**config.mk**
```make
export PLATFORM = sky130hd
export DESIGN_NAME = ps2_mouse_packet_cursor_tracker_flat
export DESIGN_NICKNAME = d
export VERILOG_FILES = /design/src/rtl/ps2mct_pkg.sv /design/src/rtl/ps2mct_req_if.sv /design/src/rtl/ps2mct_rsp_if.sv /design/src/rtl/ps2mct_front.sv /design/src/rtl/ps2mct_queue.sv /design/src/rtl/ps2mct_back.sv /design/src/rtl/ps2_mouse_packet_cursor_tracker.sv /design/src/flat_wrapper.sv
export VERILOG_INCLUDE_DIRS = /design/src /design/src/rtl
export SDC_FILE = /design/constraint.sdc
export NUM_CORES = 1
export LEC_CHECK = 0
export ABC_AREA = 0
export BUFFER_PORTS_ARGS = -buffer_cell sky130_fd_sc_hd__buf_2
export CAP_MARGIN = 10
export CORE_MARGIN = 1
export CORE_UTILIZATION = 65
export CTS_CLUSTER_DIAMETER = 80
export DETAILED_ROUTE_END_ITERATION = 8
export PLACE_DENSITY = 0.95
export SYNTH_ARGS = -nofsm -noshare
export SYNTH_HDL_FRONTEND = slang
export SYNTH_SLANG_ARGS = --single-unit
export TNS_END_PERCENT = 1
```
**constraint.sdc**
```tcl
create_clock -name clock -period 8.4 [get_ports clock]
set_input_delay 1.26 -clock clock [delete_from_list [all_inputs] [get_ports clock]]
set_output_delay 1.26 -clock clock [all_outputs]
set_load 0.05 [all_outputs]
```
**src/rtl/ps2_mouse_packet_cursor_tracker_macros.svh**
```systemverilog
// ----------------------------------------------------------------------------
// PS/2 cursor tracker assertion macros
// Shared concurrent assertion forms, same-cycle and next-cycle.
// ----------------------------------------------------------------------------
`ifndef PS2_MOUSE_PACKET_CURSOR_TRACKER_MACROS_SVH
`define PS2_MOUSE_PACKET_CURSOR_TRACKER_MACROS_SVH

// consequent checked in the same cycle as the antecedent
`define PS2MCT_ASSERT_SAME(label, clk, rst, ante, cons, msg) \
   label: assert property (@(posedge clk) disable iff (rst) (ante) |-> (cons)) \
      else $error(msg);

// consequent checked in the cycle after the antecedent
`define PS2MCT_ASSERT_NEXT(label, clk, rst, ante, cons, msg) \
   label: assert property (@(posedge clk) disable iff (rst) (ante) |=> (cons)) \
      else $error(msg);

`endif

```
**src/rtl/ps2mct_pkg.sv**
```systemverilog
// ----------------------------------------------------------------------------
// PS/2 cursor tracker package
// Field widths, packet codes, register indexes and the queue word type.
// ----------------------------------------------------------------------------
package ps2mct_pkg;

   localparam int SIZE_BITS      = 13;
   localparam int CSR_INDEX_BITS = 1;
   localparam int EDGE_MARGIN    = 5;
   localparam int POS_RESET      = 500;

   localparam logic [SIZE_BITS-1:0] WIDTH_RESET  = 13'd1024;
   localparam logic [SIZE_BITS-1:0] HEIGHT_RESET = 13'd768;

   localparam logic [CSR_INDEX_BITS-1:0] CSR_SCREEN_WIDTH  = 1'b0;
   localparam logic [CSR_INDEX_BITS-1:0] CSR_SCREEN_HEIGHT = 1'b1;

   localparam logic [7:0] OVF_X_BIT = 8'h40;
   localparam logic [7:0] OVF_Y_BIT = 8'h80;

   // byte slot within a three-byte packet
   localparam logic [1:0] BYTE_HEADER = 2'd0;
   localparam logic [1:0] BYTE_X      = 2'd1;
   localparam logic [1:0] BYTE_Y      = 2'd2;

   // what the back end does with one queued word
   localparam logic [1:0] CMD_NONE  = 2'd0;
   localparam logic [1:0] CMD_APPLY = 2'd1;
   localparam logic [1:0] CMD_DROP  = 2'd2;

   localparam int QUEUE_DEPTH    = 2;
   localparam int QUEUE_PTR_BITS = 1;
   localparam int QUEUE_CNT_BITS = 2;

   typedef struct packed {
      logic [1:0] kind;
      logic [7:0] dx;
      logic [7:0] dy;
   } cmd_type;

endpackage

```
**src/rtl/ps2mct_req_if.sv**
```systemverilog
// ----------------------------------------------------------------------------
// PS/2 cursor tracker request channel
// One controller byte per word, tagged with its port of origin.
// ----------------------------------------------------------------------------
interface ps2mct_req_if;
   logic       valid;
   logic       ready;
   logic       from_aux_port;
   logic [7:0] data_byte;

   modport source (output valid, output from_aux_port, output data_byte, input ready);
   modport sink   (input valid, input from_aux_port, input data_byte, output ready);
endinterface

```
**src/rtl/ps2mct_rsp_if.sv**
```systemverilog
// ----------------------------------------------------------------------------
// PS/2 cursor tracker response channel
// Cursor position and packet status, one word per request word.
// ----------------------------------------------------------------------------
interface ps2mct_rsp_if #(
   parameter int COORD_BITS = 12
);
   logic                  valid;
   logic                  ready;
   logic [COORD_BITS-1:0] cursor_x;
   logic [COORD_BITS-1:0] cursor_y;
   logic                  position_updated;
   logic                  packet_dropped;

   modport source (output valid, output cursor_x, output cursor_y,
                   output position_updated, output packet_dropped, input ready);
   modport sink   (input valid, input cursor_x, input cursor_y,
                   input position_updated, input packet_dropped, output ready);
endinterface

```
**src/rtl/ps2mct_front.sv**
```systemverilog
// ----------------------------------------------------------------------------
// PS/2 cursor tracker front end
// Takes request bytes, assembles packets and queues one command per byte.
// ----------------------------------------------------------------------------
module ps2mct_front (
   input  logic                clock,
   input  logic                reset,
   ps2mct_req_if.sink          req_ch,
   output logic                push_valid,
   input  logic                push_ready,
   output ps2mct_pkg::cmd_type push_cmd
);

   logic [1:0] byte_pos_ff, byte_pos_in;
   logic [7:0] header_ff, header_in;
   logic [7:0] xdelta_ff, xdelta_in;
   logic       accept;

   assign req_ch.ready = push_ready;
   assign accept       = req_ch.valid && push_ready;
   assign push_valid   = req_ch.valid;

   always_comb begin
      byte_pos_in   = byte_pos_ff;
      header_in     = header_ff;
      xdelta_in     = xdelta_ff;
      push_cmd.kind = ps2mct_pkg::CMD_NONE;
      push_cmd.dx   = xdelta_ff;
      push_cmd.dy   = req_ch.data_byte;
      if (req_ch.from_aux_port) begin
         unique case (byte_pos_ff)
            ps2mct_pkg::BYTE_HEADER: begin
               header_in   = req_ch.data_byte;
               byte_pos_in = ps2mct_pkg::BYTE_X;
            end
            ps2mct_pkg::BYTE_X: begin
               xdelta_in   = req_ch.data_byte;
               byte_pos_in = ps2mct_pkg::BYTE_Y;
            end
            default: begin
               // last byte of the packet (slot 3 cannot occur, handled alike)
               byte_pos_in = ps2mct_pkg::BYTE_HEADER;
               if ((header_ff & (ps2mct_pkg::OVF_X_BIT | ps2mct_pkg::OVF_Y_BIT)) != 8'd0)
                  push_cmd.kind = ps2mct_pkg::CMD_DROP;
               else
                  push_cmd.kind = ps2mct_pkg::CMD_APPLY;
            end
         endcase
      end
   end

   always_ff @(posedge clock) begin
      if (reset) begin
         byte_pos_ff <= ps2mct_pkg::BYTE_HEADER;
      end else if (accept) begin
         byte_pos_ff <= byte_pos_in;
      end
   end

   always_ff @(posedge clock) begin
      if (accept) begin
         header_ff <= header_in;
         xdelta_ff <= xdelta_in;
      end
   end

endmodule

```
**src/rtl/ps2mct_queue.sv**
```systemverilog
// ----------------------------------------------------------------------------
// PS/2 cursor tracker command queue
// Two-word register queue between the front and back ends.
// ----------------------------------------------------------------------------
module ps2mct_queue (
   input  logic                clock,
   input  logic                reset,
   input  logic                push_valid,
   output logic                push_ready,
   input  ps2mct_pkg::cmd_type push_cmd,
   output logic                pop_valid,
   input  logic                pop_ready,
   output ps2mct_pkg::cmd_type pop_cmd
);

   ps2mct_pkg::cmd_type                       entry_ff [ps2mct_pkg::QUEUE_DEPTH];
   logic [ps2mct_pkg::QUEUE_PTR_BITS-1:0]     wr_ptr_ff, rd_ptr_ff;
   logic [ps2mct_pkg::QUEUE_CNT_BITS-1:0]     count_ff, count_in;
   logic                                      push, pop;

   assign push_ready = (count_ff != ps2mct_pkg::QUEUE_CNT_BITS'(ps2mct_pkg::QUEUE_DEPTH));
   assign pop_valid  = (count_ff != '0);
   assign push       = push_valid && push_ready;
   assign pop        = pop_valid && pop_ready;
   assign pop_cmd    = entry_ff[rd_ptr_ff];

   always_comb begin
      count_in = count_ff;
      if (push && !pop)
         count_in = count_ff + 1'b1;
      else if (pop && !push)
         count_in = count_ff - 1'b1;
   end

   always_ff @(posedge clock) begin
      if (reset) begin
         wr_ptr_ff <= '0;
         rd_ptr_ff <= '0;
         count_ff  <= '0;
      end else begin
         count_ff <= count_in;
         if (push)
            wr_ptr_ff <= wr_ptr_ff + 1'b1;
         if (pop)
            rd_ptr_ff <= rd_ptr_ff + 1'b1;
      end
   end

   always_ff @(posedge clock) begin
      if (push)
         entry_ff[wr_ptr_ff] <= push_cmd;
   end

endmodule

```
**src/rtl/ps2mct_back.sv**
```systemverilog
// ----------------------------------------------------------------------------
// PS/2 cursor tracker back end
// Applies queued packets to the cursor, clamps it, drives the response word.
// ----------------------------------------------------------------------------
module ps2mct_back #(
   parameter int COORD_BITS = 12
) (
   input  logic                                  clock,
   input  logic                                  reset,
   input  logic                                  csr_we,
   input  logic [ps2mct_pkg::CSR_INDEX_BITS-1:0] csr_index,
   input  logic [ps2mct_pkg::SIZE_BITS-1:0]      csr_wdata,
   input  logic                                  pop_valid,
   output logic                                  pop_ready,
   input  ps2mct_pkg::cmd_type                   pop_cmd,
   ps2mct_rsp_if.source                          rsp_ch
);

   localparam int LW = (COORD_BITS > ps2mct_pkg::SIZE_BITS) ? COORD_BITS
                                                            : ps2mct_pkg::SIZE_BITS;
   localparam int SW = COORD_BITS + 2;
   localparam logic [LW-1:0] COORD_MAX = LW'((64'd1 << COORD_BITS) - 64'd1);

   logic [COORD_BITS-1:0] bound_x_ff, bound_y_ff;
   logic [COORD_BITS-1:0] pos_x_ff, pos_x_in, pos_y_ff, pos_y_in;
   logic                  rsp_valid_ff, updated_ff, dropped_ff;
   logic                  take;
   logic signed [SW-1:0]  next_x, next_y;

   // largest coordinate for a screen size: size minus margin, floored and saturated
   function automatic logic [COORD_BITS-1:0] bound_of(
      input logic [ps2mct_pkg::SIZE_BITS-1:0] size
   );
      logic [ps2mct_pkg::SIZE_BITS-1:0] lim;
      logic [LW-1:0]                    lim_w;
      lim = (size >= ps2mct_pkg::SIZE_BITS'(ps2mct_pkg::EDGE_MARGIN))
            ? size - ps2mct_pkg::SIZE_BITS'(ps2mct_pkg::EDGE_MARGIN) : '0;
      lim_w = LW'(lim);
      if (lim_w > COORD_MAX)
         return COORD_BITS'(COORD_MAX);
      return COORD_BITS'(lim_w);
   endfunction

   function automatic logic [COORD_BITS-1:0] clamp(
      input logic signed [SW-1:0] v,
      input logic [COORD_BITS-1:0] lim
   );
      if (v < 0)
         return '0;
      if (v >= $signed({2'b00, lim}))
         return lim;
      return COORD_BITS'(v);
   endfunction

   assign pop_ready = !rsp_valid_ff || rsp_ch.ready;
   assign take      = pop_valid && pop_ready;

   assign next_x = $signed({2'b00, pos_x_ff}) + SW'($signed(pop_cmd.dx));
   assign next_y = $signed({2'b00, pos_y_ff}) - SW'($signed(pop_cmd.dy));

   always_comb begin
      pos_x_in = pos_x_ff;
      pos_y_in = pos_y_ff;
      if (pop_cmd.kind == ps2mct_pkg::CMD_APPLY) begin
         pos_x_in = clamp(next_x, bound_x_ff);
         pos_y_in = clamp(next_y, bound_y_ff);
      end
   end

   always_ff @(posedge clock) begin
      if (reset) begin
         bound_x_ff <= bound_of(ps2mct_pkg::WIDTH_RESET);
         bound_y_ff <= bound_of(ps2mct_pkg::HEIGHT_RESET);
      end else if (csr_we) begin
         unique case (csr_index)
            ps2mct_pkg::CSR_SCREEN_WIDTH:  bound_x_ff <= bound_of(csr_wdata);
            ps2mct_pkg::CSR_SCREEN_HEIGHT: bound_y_ff <= bound_of(csr_wdata);
            default: ;
         endcase
      end
   end

   // position registers double as the response payload: they only move on take
   always_ff @(posedge clock) begin
      if (reset) begin
         pos_x_ff     <= COORD_BITS'(ps2mct_pkg::POS_RESET);
         pos_y_ff     <= COORD_BITS'(ps2mct_pkg::POS_RESET);
         rsp_valid_ff <= 1'b0;
      end else begin
         if (take) begin
            pos_x_ff     <= pos_x_in;
            pos_y_ff     <= pos_y_in;
            rsp_valid_ff <= 1'b1;
         end else if (rsp_ch.ready) begin
            rsp_valid_ff <= 1'b0;
         end
      end
   end

   always_ff @(posedge clock) begin
      if (take) begin
         updated_ff <= (pop_cmd.kind == ps2mct_pkg::CMD_APPLY);
         dropped_ff <= (pop_cmd.kind == ps2mct_pkg::CMD_DROP);
      end
   end

   assign rsp_ch.valid            = rsp_valid_ff;
   assign rsp_ch.cursor_x         = pos_x_ff;
   assign rsp_ch.cursor_y         = pos_y_ff;
   assign rsp_ch.position_updated = updated_ff;
   assign rsp_ch.packet_dropped   = dropped_ff;

endmodule

```
**src/rtl/ps2_mouse_packet_cursor_tracker.sv**
```systemverilog
// ----------------------------------------------------------------------------
// PS/2 mouse packet cursor tracker
// Decodes three-byte mouse packets and keeps a clamped cursor position.
// ----------------------------------------------------------------------------
//   channel  dir  handshake          payload
//   req_ch   in   valid/ready        from_aux_port, data_byte
//   rsp_ch   out  valid/ready        cursor_x, cursor_y, position_updated,
//                                    packet_dropped
//   csr      in   csr_we             csr_index, csr_wdata
//
// One byte per cycle sustained while the queue has room; a response is valid
// once its byte has been written to the queue at the accepting edge, popped
// by the back end and registered by its add and clamp. The two-word queue
// lets the front keep taking bytes while a response is stalled; req_ch.ready
// drops only once the queue is full. Synchronous reset restores 1024x768,
// cursor (500,500) and a fresh packet.
// ----------------------------------------------------------------------------
`include "ps2_mouse_packet_cursor_tracker_macros.svh"

module ps2_mouse_packet_cursor_tracker #(
   parameter int COORD_BITS = 12
) (
   input  logic                                  clock,
   input  logic                                  reset,
   ps2mct_req_if.sink                            req_ch,
   ps2mct_rsp_if.source                          rsp_ch,
   input  logic                                  csr_we,
   input  logic [ps2mct_pkg::CSR_INDEX_BITS-1:0] csr_index,
   input  logic [ps2mct_pkg::SIZE_BITS-1:0]      csr_wdata
);

   logic                q_push_valid, q_push_ready;
   logic                q_pop_valid, q_pop_ready;
   ps2mct_pkg::cmd_type q_push_cmd, q_pop_cmd;

   ps2mct_front u_front (
      .clock      (clock),
      .reset      (reset),
      .req_ch     (req_ch),
      .push_valid (q_push_valid),
      .push_ready (q_push_ready),
      .push_cmd   (q_push_cmd)
   );

   ps2mct_queue u_queue (
      .clock      (clock),
      .reset      (reset),
      .push_valid (q_push_valid),
      .push_ready (q_push_ready),
      .push_cmd   (q_push_cmd),
      .pop_valid  (q_pop_valid),
      .pop_ready  (q_pop_ready),
      .pop_cmd    (q_pop_cmd)
   );

   ps2mct_back #(
      .COORD_BITS (COORD_BITS)
   ) u_back (
      .clock     (clock),
      .reset     (reset),
      .csr_we    (csr_we),
      .csr_index (csr_index),
      .csr_wdata (csr_wdata),
      .pop_valid (q_pop_valid),
      .pop_ready (q_pop_ready),
      .pop_cmd   (q_pop_cmd),
      .rsp_ch    (rsp_ch)
   );

   `PS2MCT_ASSERT_NEXT(a_push_lands, clock, reset, req_ch.valid && req_ch.ready, q_pop_valid, "accepted byte did not reach the queue")
   `PS2MCT_ASSERT_NEXT(a_pop_responds, clock, reset, q_pop_valid && q_pop_ready, rsp_ch.valid, "popped command gave no response")
   `PS2MCT_ASSERT_SAME(a_flags_excl, clock, reset, rsp_ch.valid, !(rsp_ch.position_updated && rsp_ch.packet_dropped), "packet both applied and dropped")

endmodule
```
**src/flat_wrapper.sv**
```systemverilog
// flat-port wrapper written by rule: the top's interface ports become plain ports
module ps2_mouse_packet_cursor_tracker_flat 
#(
   parameter int COORD_BITS = 12
)
  (clock, reset, csr_we, csr_index, csr_wdata, req_ch_valid, req_ch_from_aux_port, req_ch_data_byte, req_ch_ready, rsp_ch_valid, rsp_ch_cursor_x, rsp_ch_cursor_y, rsp_ch_position_updated, rsp_ch_packet_dropped, rsp_ch_ready);
  ps2mct_req_if req_ch_i ();
  ps2mct_rsp_if #(.COORD_BITS(COORD_BITS)) rsp_ch_i ();
  input  logic clock;
  input  logic reset;
  input  logic csr_we;
  input  logic [ps2mct_pkg::CSR_INDEX_BITS-1:0] csr_index;
  input  logic [ps2mct_pkg::SIZE_BITS-1:0] csr_wdata;
  input wire logic [$bits(req_ch_i.valid)-1:0] req_ch_valid;
  input wire logic [$bits(req_ch_i.from_aux_port)-1:0] req_ch_from_aux_port;
  input wire logic [$bits(req_ch_i.data_byte)-1:0] req_ch_data_byte;
  output wire logic [$bits(req_ch_i.ready)-1:0] req_ch_ready;
  output wire logic [$bits(rsp_ch_i.valid)-1:0] rsp_ch_valid;
  output wire logic [$bits(rsp_ch_i.cursor_x)-1:0] rsp_ch_cursor_x;
  output wire logic [$bits(rsp_ch_i.cursor_y)-1:0] rsp_ch_cursor_y;
  output wire logic [$bits(rsp_ch_i.position_updated)-1:0] rsp_ch_position_updated;
  output wire logic [$bits(rsp_ch_i.packet_dropped)-1:0] rsp_ch_packet_dropped;
  input wire logic [$bits(rsp_ch_i.ready)-1:0] rsp_ch_ready;
  assign req_ch_i.valid = req_ch_valid;
  assign req_ch_i.from_aux_port = req_ch_from_aux_port;
  assign req_ch_i.data_byte = req_ch_data_byte;
  assign req_ch_ready = req_ch_i.ready;
  assign rsp_ch_valid = rsp_ch_i.valid;
  assign rsp_ch_cursor_x = rsp_ch_i.cursor_x;
  assign rsp_ch_cursor_y = rsp_ch_i.cursor_y;
  assign rsp_ch_position_updated = rsp_ch_i.position_updated;
  assign rsp_ch_packet_dropped = rsp_ch_i.packet_dropped;
  assign rsp_ch_i.ready = rsp_ch_ready;
  ps2_mouse_packet_cursor_tracker #(.COORD_BITS(COORD_BITS)) u_core (.clock(clock), .reset(reset), .req_ch(req_ch_i), .rsp_ch(rsp_ch_i), .csr_we(csr_we), .csr_index(csr_index), .csr_wdata(csr_wdata));
endmodule
```
==> results.sh, run 1 <==
export IMPL_pre_cts_slack_ns=2.72
export IMPL_cts_max_level=3
export IMPL_timing_critical_path_slowest_cell_delay_ns=0.98
export IMPL_ir_worst_vdd_v=0.000288
export IMPL_dr_vias=5548
export IMPL_post_synth_instance_area_sq_mm=0.00637
export IMPL_timing_final_hold_violations=0
export IMPL_cp_start_kind="flop"
export IMPL_worst_r2r_path_cells=16
export IMPL_vias_per_cell=6.55
export IMPL_first_pass_iters=5
export IMPL_gr_usage_all_layers=0.341
export IMPL_synth_seq_cells=104
export IMPL_crit_path_cell_trace="mux2i_1, buf_4, inv_1, ha_1, o21ai_0, o21ai_0, o211ai_1, xnor2_1, ha_1, a2111oi_0, o211ai_1, a31oi_1, nor2_1, o21ai_2, mux2i_1, o21ai_0"
export IMPL_clock_skew_ns=0.0203
export IMPL_final_hpwl_from_detailed_placement_mm=12.1
export IMPL_fmaxAchievable_mhz=169
export IMPL_post_synth_top_count_cell="nor2_1"
export IMPL_timing_final_max_slew_violations=0
export IMPL_drt_total_wl_mm=16.4
export IMPL_ctsHoldBuffers=0
export IMPL_finalSetupViolCount=0
export IMPL_finalCriticalPeriod_ns=5.93
export IMPL_worst_slew_pin_slew_ns=1.30
export IMPL_critical_path_class="reg2reg"
export IMPL_outcome="finished clean"
export IMPL_post_route_cells_drive_above_1_share=0.150
export IMPL_multi_input_comb_area_sq_mm=0.00355
export IMPL_antenna_violating_nets_post_route=0
export IMPL_critical_path_n_buffers_inverters=2
export IMPL_main_area_contributors_after_synthesis="edfxtp_1 23%, dfxtp_1 18%, ha_1 11%"
export IMPL_floorplan_die_height_um=101
export IMPL_power_density_cell_area_mw_per_mm2=388
export IMPL_period_share=0.706
export IMPL_worst_skew_pair_late_latency_ns=0.40
export IMPL_asyncSetResetFlopFracSynth=0
export IMPL_post_cts_repair_setup_buffers=0
export IMPL_worstHoldPathType="reg2reg"
export IMPL_cp_max_fo=22
export IMPL_placement_rows=35
export IMPL_routed_wire_length_per_instance_um=19.4
export IMPL_grt_residual_overflow=0
export IMPL_worst_r2r_endpoint="u_core.u_back.rsp_ch.cursor_x[2]"
export IMPL_synthFlopType="dfxtp_1"
export IMPL_highest_delay_cell_along_the_critical_path="dfxtp_1"
export IMPL_postSynthNetCount=746
export IMPL_nFillCells=620
export IMPL_core_area_sq_mm=0.00937
export IMPL_detail_route_drc_violations=0
export IMPL_routabilityCongestion=0.924
export IMPL_fin_tns_setup_ns=0
export IMPL_tritoncts="done"
export IMPL_yosysTopAreaCellShare=0.226
export IMPL_drv_max_cap_violation_count=0
export IMPL_postLayoutCoreUtil=0.744
export IMPL_total_leakage_power_nw=2.93
export IMPL_die_area_sq_mm=0.0102
export IMPL_endpoint_kind="flop"
export IMPL_yosysSeqAreaShare=0.402
export IMPL_initial_core_util=0.680
export IMPL_syn_inst=662
export IMPL_synth_top_cells_by_count="63 x nor2_1, 56 x dfxtp_1, 54 x ha_1"
export IMPL_diodes=0
export IMPL_tritoncts_num_buffers=9
export IMPL_cts_root_buf="clkbuf_8"
export IMPL_cts_sink_count=104
export IMPL_synth_edf_count=48
export IMPL_ctsResizeCount=0
export IMPL_crit_top_cell="o21ai_0"
export IMPL_nets=797
export IMPL_rsz0062_at_grt="no"
export IMPL_design_portCount=56
export IMPL_seq_area_sq_mm=0.00256
export IMPL_cts_max_path_buffers=2
export IMPL_min_delay_worst_endpoint="u_core.u_queue.entry_ff[1][9]"
export IMPL_areaGrowthSynthToFinish_pct=9.37
export IMPL_worstPathRequired_ns=8.67
export IMPL_drt_initial_drc_count=435
export IMPL_synth_area_leader_cell="edfxtp_1"
export IMPL_hold_path_cell_count=0
export IMPL_timing_slew_headroom=0.131
export IMPL_critPathArrivalTime_ns=6.20
export IMPL_die_width_um=101
export IMPL_placement_io_buffers=55
export IMPL_postLayoutSetupSlackWorst_ns=2.47
export IMPL_wire_length_of_the_first_global_routing_pass_mm=26.7
export IMPL_number_of_global_route_vias_before_repair=5475
export IMPL_syn_area_per_cell_sq_um=9.63
export IMPL_yosysWarnings=0
export IMPL_number_of_antenna_violations_at_the_first_check_in_global_routing=0
export IMPL_hold_start="u_core.u_front.xdelta_ff[1]"
export IMPL_cp_top_family="compound AO/OA/AOI/OAI gates"
export IMPL_clkTransAtPathRegs_ns=0.12
export IMPL_netlist_cell_type_count=65
export IMPL_grt_max_degree=50
export IMPL_r2r_slack_ns=2.47
## cell usage in the layout (no fill, tap or decap), types with 6 or more instances in the layout
cell and n:
o211ai_1 12, or3_1 10, xor2_1 11, nand2_1 45
o21ai_0 26, nor2_1 63, clkbuf_8 9, a311oi_1 6
a31oi_1 7, xnor2_1 24, nor4_1 6, a32o_1 7
buf_2 55, dfxtp_1 56, a211o_1 20, a21oi_1 38
nand4_1 6, nand3_1 16, nand2b_1 8, edfxtp_1 48
ha_1 54, inv_1 45, nor2b_1 7, a211oi_1 8
nor3_1 14, mux2_2 9, o21ai_2 8, a21o_1 6
mux2i_1 16
## layer usage
metal | global-route usage | wire, um
met1 | 0.405 | 6230
met2 | 0.579 | 8110
met3 | 0.0652 | 1280
met4 | 0.192 | 804
met5 | 0 | 0
## sequential cells by signal, summed over array words and instances (netlist names), 2 cells and up, named ones only
| name | cells |
|---|---|
| u_core.u_back.bound_y_ff | 12 |
| u_core.u_front.xdelta_ff | 8 |
| u_core.u_back.rsp_ch.cursor_y | 12 |
| u_core.u_front.byte_pos_ff | 2 |
| u_core.u_queue.entry_ff | 36 |
| u_core.u_back.bound_x_ff | 12 |
| u_core.u_front.header_ff | 2 |
| u_core.u_queue.count_ff | 2 |
| u_core.u_back.rsp_ch.cursor_x | 12 |
## worst reg2reg max path: stages (launching register included)
cell and delay (ns):
dfxtp_1 0.98, mux2i_1 0.30, buf_4 0.26, inv_1 0.32, ha_1 0.45, o21ai_0 0.15, o21ai_0 0.24, o211ai_1 0.14
xnor2_1 0.42, ha_1 0.36, a2111oi_0 0.46, o211ai_1 0.18, a31oi_1 0.36, nor2_1 0.26, o21ai_2 0.49, mux2i_1 0.31
o21ai_0 0.14
## where the power goes
part	leakage [nW]	internal [mW]	switching, mW
Sequential	0.907	0.614	0.0747
Clock	0.110	0.147	0.202
Combinational	1.91	0.614	1.05
## metrics by stage
step	power, mW	instance area [sq um]	hold WS (ns)	std cells
CTS	2.66	6970	0.460	847
finish	2.71	6970	0.463	847
global route	2.89	6970	0.481	847
floorplan	1.92	6370	0.421	662
detailed placement	2.30	6750	0.436	831
global placement	2.20	6750	0.424	831
## how the worst max path moves through the flow
stage	cells past startpoint	start	slack (ns)	endpoint
after CTS	16	flop	2.61	u_core.u_back.rsp_ch.cursor_x[0]
final	16	flop	2.47	u_core.u_back.rsp_ch.cursor_x[2]
after global routing	16	flop	2.05	u_core.u_back.rsp_ch.cursor_x[0]
after detailed placement	16	flop	2.72	u_core.u_back.rsp_ch.cursor_x[0]
after floorplan	17	flop	3.31	u_core.u_back.rsp_ch.cursor_x[0]
after global placement	16	flop	2.91	u_core.u_back.rsp_ch.cursor_x[9]
## final cells by class
class                   count  share of cell area
flip-flops and latches    104               0.368
well taps                 129              0.0232
clock inverters             7              0.0133
inverters                  46              0.0248
multi-input cells         493               0.510
clock buffers               9              0.0178
repair buffers             59              0.0438
## cell families (layout without fill, tap and decap cells)
group,count (synthesis),after routing,synth area share
adders and majority gates,56,56,0.112
muxes,25,25,0.0410
AOI/OAI and AO/OA,178,178,0.202
DFF,104,104,0.402
and+or+nand+nor,198,198,0.149
buffers and inverters,65,121,0.0406
xor gates and xnor gates,36,36,0.0524
Note: power is estimated with default switching activity, not from simulation.
==> run 2, diff against run 1 <==
Settings changed: CORE_UTILIZATION 65 to 55, PLACE_DENSITY 0.95 to 0.87.
Clock period 8.4 ns to 5.4 ns, I/O delays scaled along.
==> run 2 against run 1 <==
Compared with the run above: largest power group unchanged; clock skew is 0.0084 ns lower; wire length is 1.3% lower; combinational power is 62% higher; clock power is 79% higher; clock-buffer cell count is 1 higher; first-iteration DRC count is 24% higher; total power is 62% higher; critical path depth is 3 higher; sequential share of layout area is 0.73 points lower.
==> results.sh, run 2 (same netlist as run 1, synthesis figures left out) <==
export IMPL_detail_route_drc_violations=0
export IMPL_drv_max_cap_violation_count=0
export IMPL_gr_usage_all_layers=0.274
export IMPL_die_width_um=110
export IMPL_seq_area_sq_mm=0.00256
export IMPL_grt_util_met2=0.476
export IMPL_nets=802
export IMPL_timing_critical_path_slowest_cell_delay_ns=0.52
export IMPL_floorplan_die_height_um=110
export IMPL_min_delay_worst_endpoint="u_core.u_queue.entry_ff[0][8]"
export IMPL_most_common_cell_after_layout_fill_and_taps_aside="nor2_1"
export IMPL_number_of_global_route_vias_before_repair=5238
export IMPL_postPlaceCellArea_sq_mm=0.00678
export IMPL_cp_max_fo=13
export IMPL_finalInstanceArea_sq_mm=0.00711
export IMPL_worst_skew_pair_late_latency_ns=0.35
export IMPL_routed_wire_length_per_instance_um=18.8
export IMPL_worstHoldPathType="reg2reg"
export IMPL_period_share=0.957
export IMPL_timing_final_max_slew_violations=0
export IMPL_grt_max_degree=50
export IMPL_r2r_slack_ns=0.23
export IMPL_wire_length_of_the_first_global_routing_pass_mm=25.2
export IMPL_post_route_cells_drive_above_1_share=0.158
export IMPL_endpoint_kind="flop"
export IMPL_grt_busiest_layer="met2"
export IMPL_timing_slew_headroom=0.178
export IMPL_drt_total_wl_mm=16.2
export IMPL_dr_vias=5496
export IMPL_power_density_cell_area_mw_per_mm2=616
export IMPL_cts_max_path_buffers=2
export IMPL_highest_delay_cell_along_the_critical_path="o311ai_4"
export IMPL_number_of_antenna_violations_at_the_first_check_in_global_routing=0
export IMPL_design_portCount=56
export IMPL_placement_io_buffers=55
export IMPL_met1_usage=0.328
export IMPL_die_area_sq_mm=0.0120
export IMPL_layout_common_cells="62 x nor2_1, 56 x dfxtp_1, 55 x buf_2, 54 x ha_1, 48 x edfxtp_1"
export IMPL_largest_register="u_core.u_queue.entry_ff"
export IMPL_cts_sink_count=104
export IMPL_finalSetupViolCount=0
export IMPL_multi_input_comb_area_sq_mm=0.00358
export IMPL_drt_initial_drc_count=540
export IMPL_layout_cells_non_filler=863
export IMPL_total_leakage_power_nw=2.98
export IMPL_vias_per_cell=6.37
export IMPL_clock_skew_ns=0.0119
export IMPL_outcome="finished clean"
export IMPL_worst_slew_pin_slew_ns=1.23
export IMPL_grt_residual_overflow=0
export IMPL_critPathArrivalTime_ns=5.40
export IMPL_routabilityCongestion=0.976
export IMPL_core_area_sq_mm=0.0111
export IMPL_cts_max_level=3
export IMPL_fmaxAchievable_mhz=194
export IMPL_clkTransAtPathRegs_ns=0.07
export IMPL_worst_r2r_path_cells=19
export IMPL_final_hpwl_from_detailed_placement_mm=11.9
export IMPL_use_met3=0.0528
export IMPL_critical_path_class="reg2reg"
export IMPL_placement_rows=38
export IMPL_cp_start_kind="flop"
export IMPL_areaGrowthSynthToFinish_pct=11.6
export IMPL_nFillCells=839
export IMPL_diodes=0
export IMPL_placedCellCount=844
export IMPL_tritoncts="done"
export IMPL_crit_path_cell_trace="buf_4, mux2_2, inv_2, ha_1, nand3_1, a211oi_1, or3_1, a21oi_1, xnor2_1, ha_1, and4_1, and3_1, a211o_1, o21ai_1, nand3_1, o311ai_4, buf_4, o21ai_0, a32o_1"
export IMPL_initial_core_util=0.575
export IMPL_flip_flop_count_of_the_largest_register_after_layout=36
export IMPL_hold_path_cell_count=0
export IMPL_worst_r2r_endpoint="u_core.u_back.rsp_ch.cursor_y[0]"
export IMPL_tritoncts_num_buffers=9
export IMPL_timing_final_hold_violations=0
export IMPL_ir_worst_vdd_v=0.000404
export IMPL_hold_start="u_core.u_front.xdelta_ff[0]"
export IMPL_finalCriticalPeriod_ns=5.17
export IMPL_worstPathRequired_ns=5.64
export IMPL_first_pass_iters=5
export IMPL_cts_root_buf="clkbuf_16"
export IMPL_antenna_violating_nets_post_route=0
-- run 2: cell types whose count changed in the layout (fill, tap and decap cells not counted), moves of 2 or more --
cell        change
clkbuf_8        -9
clkinvlp_4      +3
inv_6           -2
buf_4           +5
clkbuf_16       +9
-- run 2: critical path: cells and delay by family (launching register included) --
kind	cells	cell delay, ns
DFF	1	0.46
xor gates and xnor gates	1	0.18
buffers and inverters	3	0.68
muxes	1	0.44
AOI/OAI and AO/OA	7	1.55
and+or+nand+nor	5	1.13
adders and majority gates	2	0.62
-- run 2: cell type report --
type                            instances  share of cell area
Multi-Input combinational cell        493               0.503
Tap cell                              140              0.0246
Clock inverter                          6             0.00721
Clock buffer                           10              0.0322
Sequential cell                       104               0.360
Inverter                               46              0.0243
Timing Repair Buffer                   64              0.0482
-- run 2: timing repair --
action,in CTS,in global routing
hold buffers,0,0
endpoints found under the hold margin,0,0
buffers inserted,0,3
setup endpoints to repair,0,10
resized for setup,0,3
-- run 2: where the power goes --
group          switching, mW  internal, mW
combinational           1.68          1.01
sequential            0.0972         0.956
clock                  0.306         0.320
-- run 2: routing by layer --
layer,share of wire,vias to the layer above
met5,0,-
met4,0.033,0
met3,0.065,59
met2,0.49,256
met1,0.41,2600
li1,-,2581
-- run 2: through the flow --
stage / setup TNS [ns] / power [mW] / setup slack [ns] / hold slack [ns] / utilization
after global routing: -0.0300 / 4.66 / -0.0295 / 0.471 / 0.642
final: 0 / 4.38 / 0.233 / 0.454 / 0.642
after CTS: 0 / 4.25 / 0.220 / 0.458 / 0.637
after floorplan: 0 / 2.99 / 0.311 / 0.421 / -
after global placement: 0 / 3.48 / 0.498 / 0.427 / 0.612
after detailed placement: 0 / 3.61 / 0.250 / 0.443 / 0.612
-- run 2: worst max-delay path by stage --
stage	from	end	slack, ns	depth (start not counted)
after floorplan	flop	u_core.u_back.rsp_ch.cursor_x[0]	0.31	17
after global placement	flop	u_core.u_back.rsp_ch.cursor_y[8]	0.50	18
after detailed placement	flop	u_core.u_back.rsp_ch.cursor_y[8]	0.25	18
after CTS	flop	u_core.u_back.rsp_ch.cursor_y[8]	0.22	18
after global routing	flop	u_core.u_back.rsp_ch.cursor_y[0]	-0.03	19
final	flop	u_core.u_back.rsp_ch.cursor_y[0]	0.23	19
